### src/rtl/core/ebaf_pkg.sv
// Shared types, register codes and constants of the envelope-biased arctangent fuzz.
package ebaf_pkg;

  // Configuration register indexes
  localparam int CFG_IDX_W = 2;
  localparam int CFG_DATA_W = 16;
  localparam logic [CFG_IDX_W-1:0] REG_DRIVE  = 2'd0;
  localparam logic [CFG_IDX_W-1:0] REG_LEVEL  = 2'd1;
  localparam logic [CFG_IDX_W-1:0] REG_OCTAVE = 2'd2;
  localparam logic [CFG_IDX_W-1:0] REG_BIAS   = 2'd3;

  // Register reset values
  localparam logic [CFG_DATA_W-1:0] DRIVE_RST = 16'd32768;
  localparam logic [CFG_DATA_W-1:0] LEVEL_RST = 16'd32768;
  localparam logic [CFG_DATA_W-1:0] BIAS_RST  = 16'd32768;

  // Arithmetic constants
  localparam int GAIN_FRAC  = 16;
  localparam int ANGLE_FRAC = 30;
  localparam int GAIN_W     = 23;              // 5*2^16 + 100*65535 fits
  localparam int GAIN_BASE  = 5 * 65536;
  localparam int GAIN_STEP  = 100;
  localparam int BIAS_SHIFT = 14;              // env*bias*4/(5*2^16) = (env*bias>>14)/5
  localparam int BIAS_DEN   = 5;
  localparam int DECAY_MUL  = 99;
  localparam int DECAY_SHIFT = 2;              // env*99/100 = (env*99>>2)/25
  localparam int DECAY_DEN  = 25;

  // Arctangent table, atan(2^-i) in Q2.30, truncated
  localparam int TABLE_LEN  = 32;
  localparam int ITER_IDX_W = 5;
  localparam int ANGLE_W    = 32;
  localparam logic [ANGLE_W-1:0] ATAN_TAB [TABLE_LEN] = '{
    32'h3243F6A8, 32'h1DAC6705, 32'h0FADBAFC, 32'h07F56EA6, 32'h03FEAB76, 32'h01FFD55B,
    32'h00FFFAAA, 32'h007FFF55, 32'h003FFFEA, 32'h001FFFFD, 32'h000FFFFF, 32'h0007FFFF,
    32'h0003FFFF, 32'h0001FFFF, 32'h0000FFFF, 32'h00007FFF, 32'h00003FFF, 32'h00001FFF,
    32'h00000FFF, 32'h000007FF, 32'h000003FF, 32'h000001FF, 32'h000000FF, 32'h0000007F,
    32'h0000003F, 32'h0000001F, 32'h0000000F, 32'h00000008, 32'h00000004, 32'h00000002,
    32'h00000001, 32'h00000000
  };

  // Controller to datapath commands
  typedef struct packed {
    logic                  load;         // capture item, raise envelope
    logic                  mul1;         // env*bias, env*99, gain
    logic                  div;          // both constant divisions
    logic                  add;          // u = x + offset, envelope decay
    logic                  mul2;         // v = u * gain, CORDIC init
    logic                  cordic_step;  // one vectoring iteration
    logic [ITER_IDX_W-1:0] iter;         // iteration index
    logic                  mul3;         // angle * level
    logic                  rnd;          // round and rescale
    logic                  finish;       // rectify, saturate, load output
  } ebaf_cmd_t;

  // Datapath to controller status
  typedef struct packed {
    logic out_free;   // output register empty or being taken this cycle
  } ebaf_sts_t;

endpackage

### src/rtl/core/ebaf_ctrl.sv
// Sequencing state machine of the fuzz: steps the datapath through one item.
module ebaf_ctrl #(
  parameter int ITERS     = 20
) (
  input  logic               clk,
  input  logic               rst_n,
  input  logic               in_valid,
  output logic               in_ready,
  input  ebaf_pkg::ebaf_sts_t sts,
  output ebaf_pkg::ebaf_cmd_t cmd
);
  import ebaf_pkg::*;

  localparam int CNT_W     = ITER_IDX_W;

  localparam logic [3:0] S_IDLE  = 4'd0;
  localparam logic [3:0] S_MUL1  = 4'd1;
  localparam logic [3:0] S_DIV   = 4'd2;
  localparam logic [3:0] S_ADD   = 4'd3;
  localparam logic [3:0] S_MUL2  = 4'd4;
  localparam logic [3:0] S_CORD  = 4'd5;
  localparam logic [3:0] S_MUL3  = 4'd6;
  localparam logic [3:0] S_RND   = 4'd7;
  localparam logic [3:0] S_FIN   = 4'd8;

  logic [3:0]       state_r, state_nxt;
  logic [CNT_W-1:0] cnt_r, cnt_nxt;

  // Next state, step counter and commands
  always_comb begin
    state_nxt = state_r;
    cnt_nxt   = cnt_r;
    cmd       = '0;
    cmd.iter  = cnt_r;
    unique case (state_r)
      S_IDLE: begin
        if (in_valid) begin
          cmd.load  = 1'b1;
          state_nxt = S_MUL1;
        end
      end
      S_MUL1: begin
        cmd.mul1  = 1'b1;
        state_nxt = S_DIV;
      end
      S_DIV: begin
        cmd.div   = 1'b1;
        state_nxt = S_ADD;
      end
      S_ADD: begin
        cmd.add   = 1'b1;
        state_nxt = S_MUL2;
      end
      S_MUL2: begin
        cmd.mul2  = 1'b1;
        cnt_nxt   = '0;
        state_nxt = S_CORD;
      end
      S_CORD: begin
        cmd.cordic_step = 1'b1;
        cnt_nxt         = cnt_r + 1'b1;
        if (cnt_r == CNT_W'(ITERS - 1)) begin
          state_nxt = S_MUL3;
        end
      end
      S_MUL3: begin
        cmd.mul3  = 1'b1;
        state_nxt = S_RND;
      end
      S_RND: begin
        cmd.rnd   = 1'b1;
        state_nxt = S_FIN;
      end
      S_FIN: begin
        // wait for room in the output register
        if (sts.out_free) begin
          cmd.finish = 1'b1;
          state_nxt  = S_IDLE;
        end
      end
      default: begin
        state_nxt = S_IDLE;
      end
    endcase
  end

  always_ff @(posedge clk) begin
    if (!rst_n) begin
      state_r <= S_IDLE;
      cnt_r   <= '0;
    end else begin
      state_r <= state_nxt;
      cnt_r   <= cnt_nxt;
    end
  end

  assign in_ready = (state_r == S_IDLE);

endmodule

### config.mk
export PLATFORM = sky130hd
export DESIGN_NAME = ebaf_ctrl
export DESIGN_NICKNAME = d
export VERILOG_FILES = /design/src/rtl/core/ebaf_pkg.sv /design/src/rtl/core/ebaf_ctrl.sv
export SDC_FILE = /design/constraint.sdc
export NUM_CORES = 1
export LEC_CHECK = 0
export BUFFER_PORTS_ARGS = -buffer_cell sky130_fd_sc_hd__buf_2
export CAP_MARGIN = 5
export CORE_AREA = 5 5 42 44
export CTS_CLUSTER_DIAMETER = 120
export DETAILED_ROUTE_END_ITERATION = 16
export DIE_AREA = 0 0 47 49
export PLACE_DENSITY = 0.71
export SYNTH_ARGS = -nofsm -noshare
export SYNTH_HDL_FRONTEND = slang
export SYNTH_SLANG_ARGS = --single-unit
### constraint.sdc
create_clock -name clk -period 2.6 [get_ports clk]
set_clock_uncertainty 0.1 [all_clocks]
set_input_delay 0.13 -clock clk [delete_from_list [all_inputs] [get_ports clk]]
set_output_delay 0.13 -clock clk [all_outputs]
set_load 0.01 [all_outputs]
==> results list <==
* Buffer cell driving the clock tree root: clkbuf_4
* Maximum net fanout on the critical path: 16
* Final setup violation count: 0
- Placed inst area: 667 um2
- Starting density of the core: 42.2%
* Prevailing post-synth register cell: dfxtp_1
- Number of distinct standard cells referenced by the synthesized netlist: 34
- Final worst-path setup slack: 0.867 ns
- Required time reported for the critical path endpoint: 2.37 ns
- The synthesized netlist devotes 2.11% of its cell area to adder and majority cells.
- Inserted Clock Buffers: 3
- The floorplan step defined a die boundary enclosing 2300 um2.
* Portion of netlist area occupied by mux cells: 0%
- The post-route netlist has 35.3% of its cells at a drive strength greater than 1.
* Post-synth EDFFs: 0
* Outcome: finished clean
- Post-synthesis instance area: 592 um2
- Each instance of the synthesized netlist takes up on average 8.97 um2.
- Yosys warns: 0
- Cell count after synthesis: 66
- GR peak layer: met1
* Via total after detailed routing: 542
- Leakage: 0.303 nW
- Global routing consumed, on the met1 layer, 17.9% of the routing resources.
- The first global-routing pass estimated 2140 um of wire.
- Global routing finished with a remaining overflow of 0.
- Slew HR: 63.6%
- After routing the design area is 703 um2.
- Max-slew violation count: 0
- The worst path in the final design needs a cycle of 1.73 ns, including I/O delays and setup.
- Clock-pin slew of the registers on the worst-case setup and hold paths: 0.07 ns
* Unrepaired setup endpoints after global routing: no
- Top Ports: 19
- The routed design has 1240 um of wire.
- Proportion of register bits with asynchronous set or reset after synthesis: 0%
- Number of storage elements in the synthesis netlist: 9
* Post-CTS Setup Inserts: 0
- Number of input and output port buffers inserted: 18
- Final period utilization: 66.7%
- Highest clock rate: 577 MHz
- Fraction of the mapped netlist area in compound gates: 19.7%
- In this run the worst hold path is classified as in2reg.
- Clk_lat worst skew: 0.26 ns
* Setup TNS: 0 ns
* Type of the worst setup path: reg2out
* Antenna violations before repair: 0
* Number of gates resized after CTS: 0
* Dominant combinational cell family by area after synthesis: simple AND/OR/NAND/NOR gates
* Y dimension of the die: 49 um
* Via count of the first global-routing pass: 487
- Routed wire length per instance: 12.2 um
- 0 antenna diodes ended up in the layout.
- Antenna Violating Nets Remaining: 0
- Sequential-to-total area share from yosys stat: 30.4%
- Simple-gate share of the synthesized area: 38.5%
* Slew of the pin with the lowest slew margin: 0.545 ns
- Weighted congestion at the end of routability-driven global placement: 0.776
- On the critical path, the stage with the largest delay is an instance of dfxtp_1.
* P&R area growth vs syn: 18.8%
* Number of nets produced by synthesis: 71
* Maximum number of pins on one net before global-route repair: 17
* Number of nets in the layout: 91
- Largest voltage drop on the vdd net: 420 uV
* Placeable core region: 1400 um2
- Dpl hpwl: 943 um
- Filler cell count in the final layout: 150
* Standard-cell rows: 14
- Traced cell by cell, the critical path runs through nand2_2, or2_1, inv_1, buf_2.
* Maximum buffer depth of the clock tree: 2
- DRC viols: 0
- The worst register-to-register path has a setup slack of 1.12 ns.
* Fraction of synthesized cell area in xor and xnor cells: 1.48%
- At the worst endpoint, the arrival time is 1.50 ns.
* Kind of end point of the critical path: output port
- For this run, the total global-route usage over all layers was measured as 12.4%.
* Endpoints failing hold: 0
* Post-DR vias/cell: 5.37
- Horizontal extent of the die: 47 um
* Pre-CTS worst setup slack: 1.15 ns
- Power spread over the standard cell area amounts to 491 nW/um2.
- The first detailed-routing pass ran for 4 iterations.
* Number of DRC markers in iteration 0: 2
- In the global route stage, met3 resource usage came out at 2.21%.
- H-Tree Depth: 1
* Clock tree from TritonCTS: done
* Met2 usage: 16.5%
- The tool flagged a number of max-cap violations equal to 0.
* Critical Path Source Type: flip-flop
- Counting every sink on the clock net gives 9.
- Biggest cell delay along the critical path: 0.67 ns
-- state kept, by name, summed over array words and instances, names as in the netlist --
signal,count
state_r,4
cnt_r,5
-- kinds of logic after synthesis --
family                     count (synthesis)
AOI/OAI and AO/OA                         14
and+or+nand+nor                           34
DFF                                        9
xor gates and xnor gates                   1
adders and majority gates                  1
buffers and inverters                      7
-- worst max-delay path: cells and delay by family, from the launching register on --
kind,cells,cell delay [ns]
flops,1,0.67
buf+inv,2,0.18
simple gates,2,0.40
-- worst paths after layout --
kind / cells after the start / start / end
worst min-delay path: 3 / in_valid / state_r[3]
worst max register to register: 3 / state_r[0] / state_r[3]
worst max-delay path: 4 / state_r[0] / cmd[1]
worst min register to register: 2 / cnt_r[1] / cnt_r[1]
-- stage by stage --
step	instances	utilization (%)	total power, mW	hold WS [ns]
floorplan	66	-	0.220	0.148
detailed placement	96	47.6	0.235	0.253
CTS	101	50.2	0.348	0.116
finish	101	50.2	0.345	0.124
global route	101	50.2	0.366	0.148
global placement	96	47.6	0.234	0.247
-- layout make-up --
type / instances / area, um2 / share of cell area (%)
Clock buffer: 4 / 26.3 / 3.74
Timing Repair Buffer: 19 / 100 / 14.2
Tap cell: 16 / 20.0 / 2.85
Inverter: 3 / 11.3 / 1.60
Multi-Input combinational cell: 50 / 365 / 52.0
Sequential cell: 9 / 180 / 25.6
-- cells in the mapped netlist (all sizes together), types with 2 or more instances --
master | instances | share of area, %
dfxtp | 9 | 30
nand2 | 7 | 4.9
nor3 | 7 | 6.8
a21oi | 4 | 3.4
buf | 4 | 5.9
inv | 3 | 1.9
nand2b | 3 | 3.6
nand4b | 3 | 4.4
a211oi | 2 | 2.5
a2bb2oi | 2 | 5.1
and3 | 2 | 2.1
nand3b | 2 | 2.5
nor2 | 2 | 1.3
nor4 | 2 | 3.2
-- where the power goes --
group / internal (mW) / total (mW) / switching (mW)
registers: 0.144 / 0.167 / 0.0228
clock network: 0.0593 / 0.113 / 0.0535
logic: 0.0323 / 0.0660 / 0.0336
-- cell usage in the layout, fill, tap and decap left out, types with 2 or more instances in the layout --
cell type,synthesis,routed
inv_1,3,3
and3_1,2,2
buf_2,1,18
nand2_1,6,6
nand4b_1,3,3
a211oi_1,2,2
a21oi_1,4,4
nand2b_1,2,2
dfxtp_1,9,9
nor2_1,2,2
nand3b_1,2,2
clkbuf_4,0,3
nor3_1,6,6
a2bb2oi_2,2,2
-- per-layer routing --
layer,wire [um],share of wire [%]
met5,0,0
met4,27,2.2
met3,44,3.6
met2,575,46
met1,590,48
-- timing repair --
| item | in CTS | in global routing |
|---|---|---|
| endpoints found under the hold margin | 1 | 0 |
| endpoints found under the setup margin | 0 | 0 |
| hold buffers | 1 | 0 |
Power figures use the tool's default switching activity.
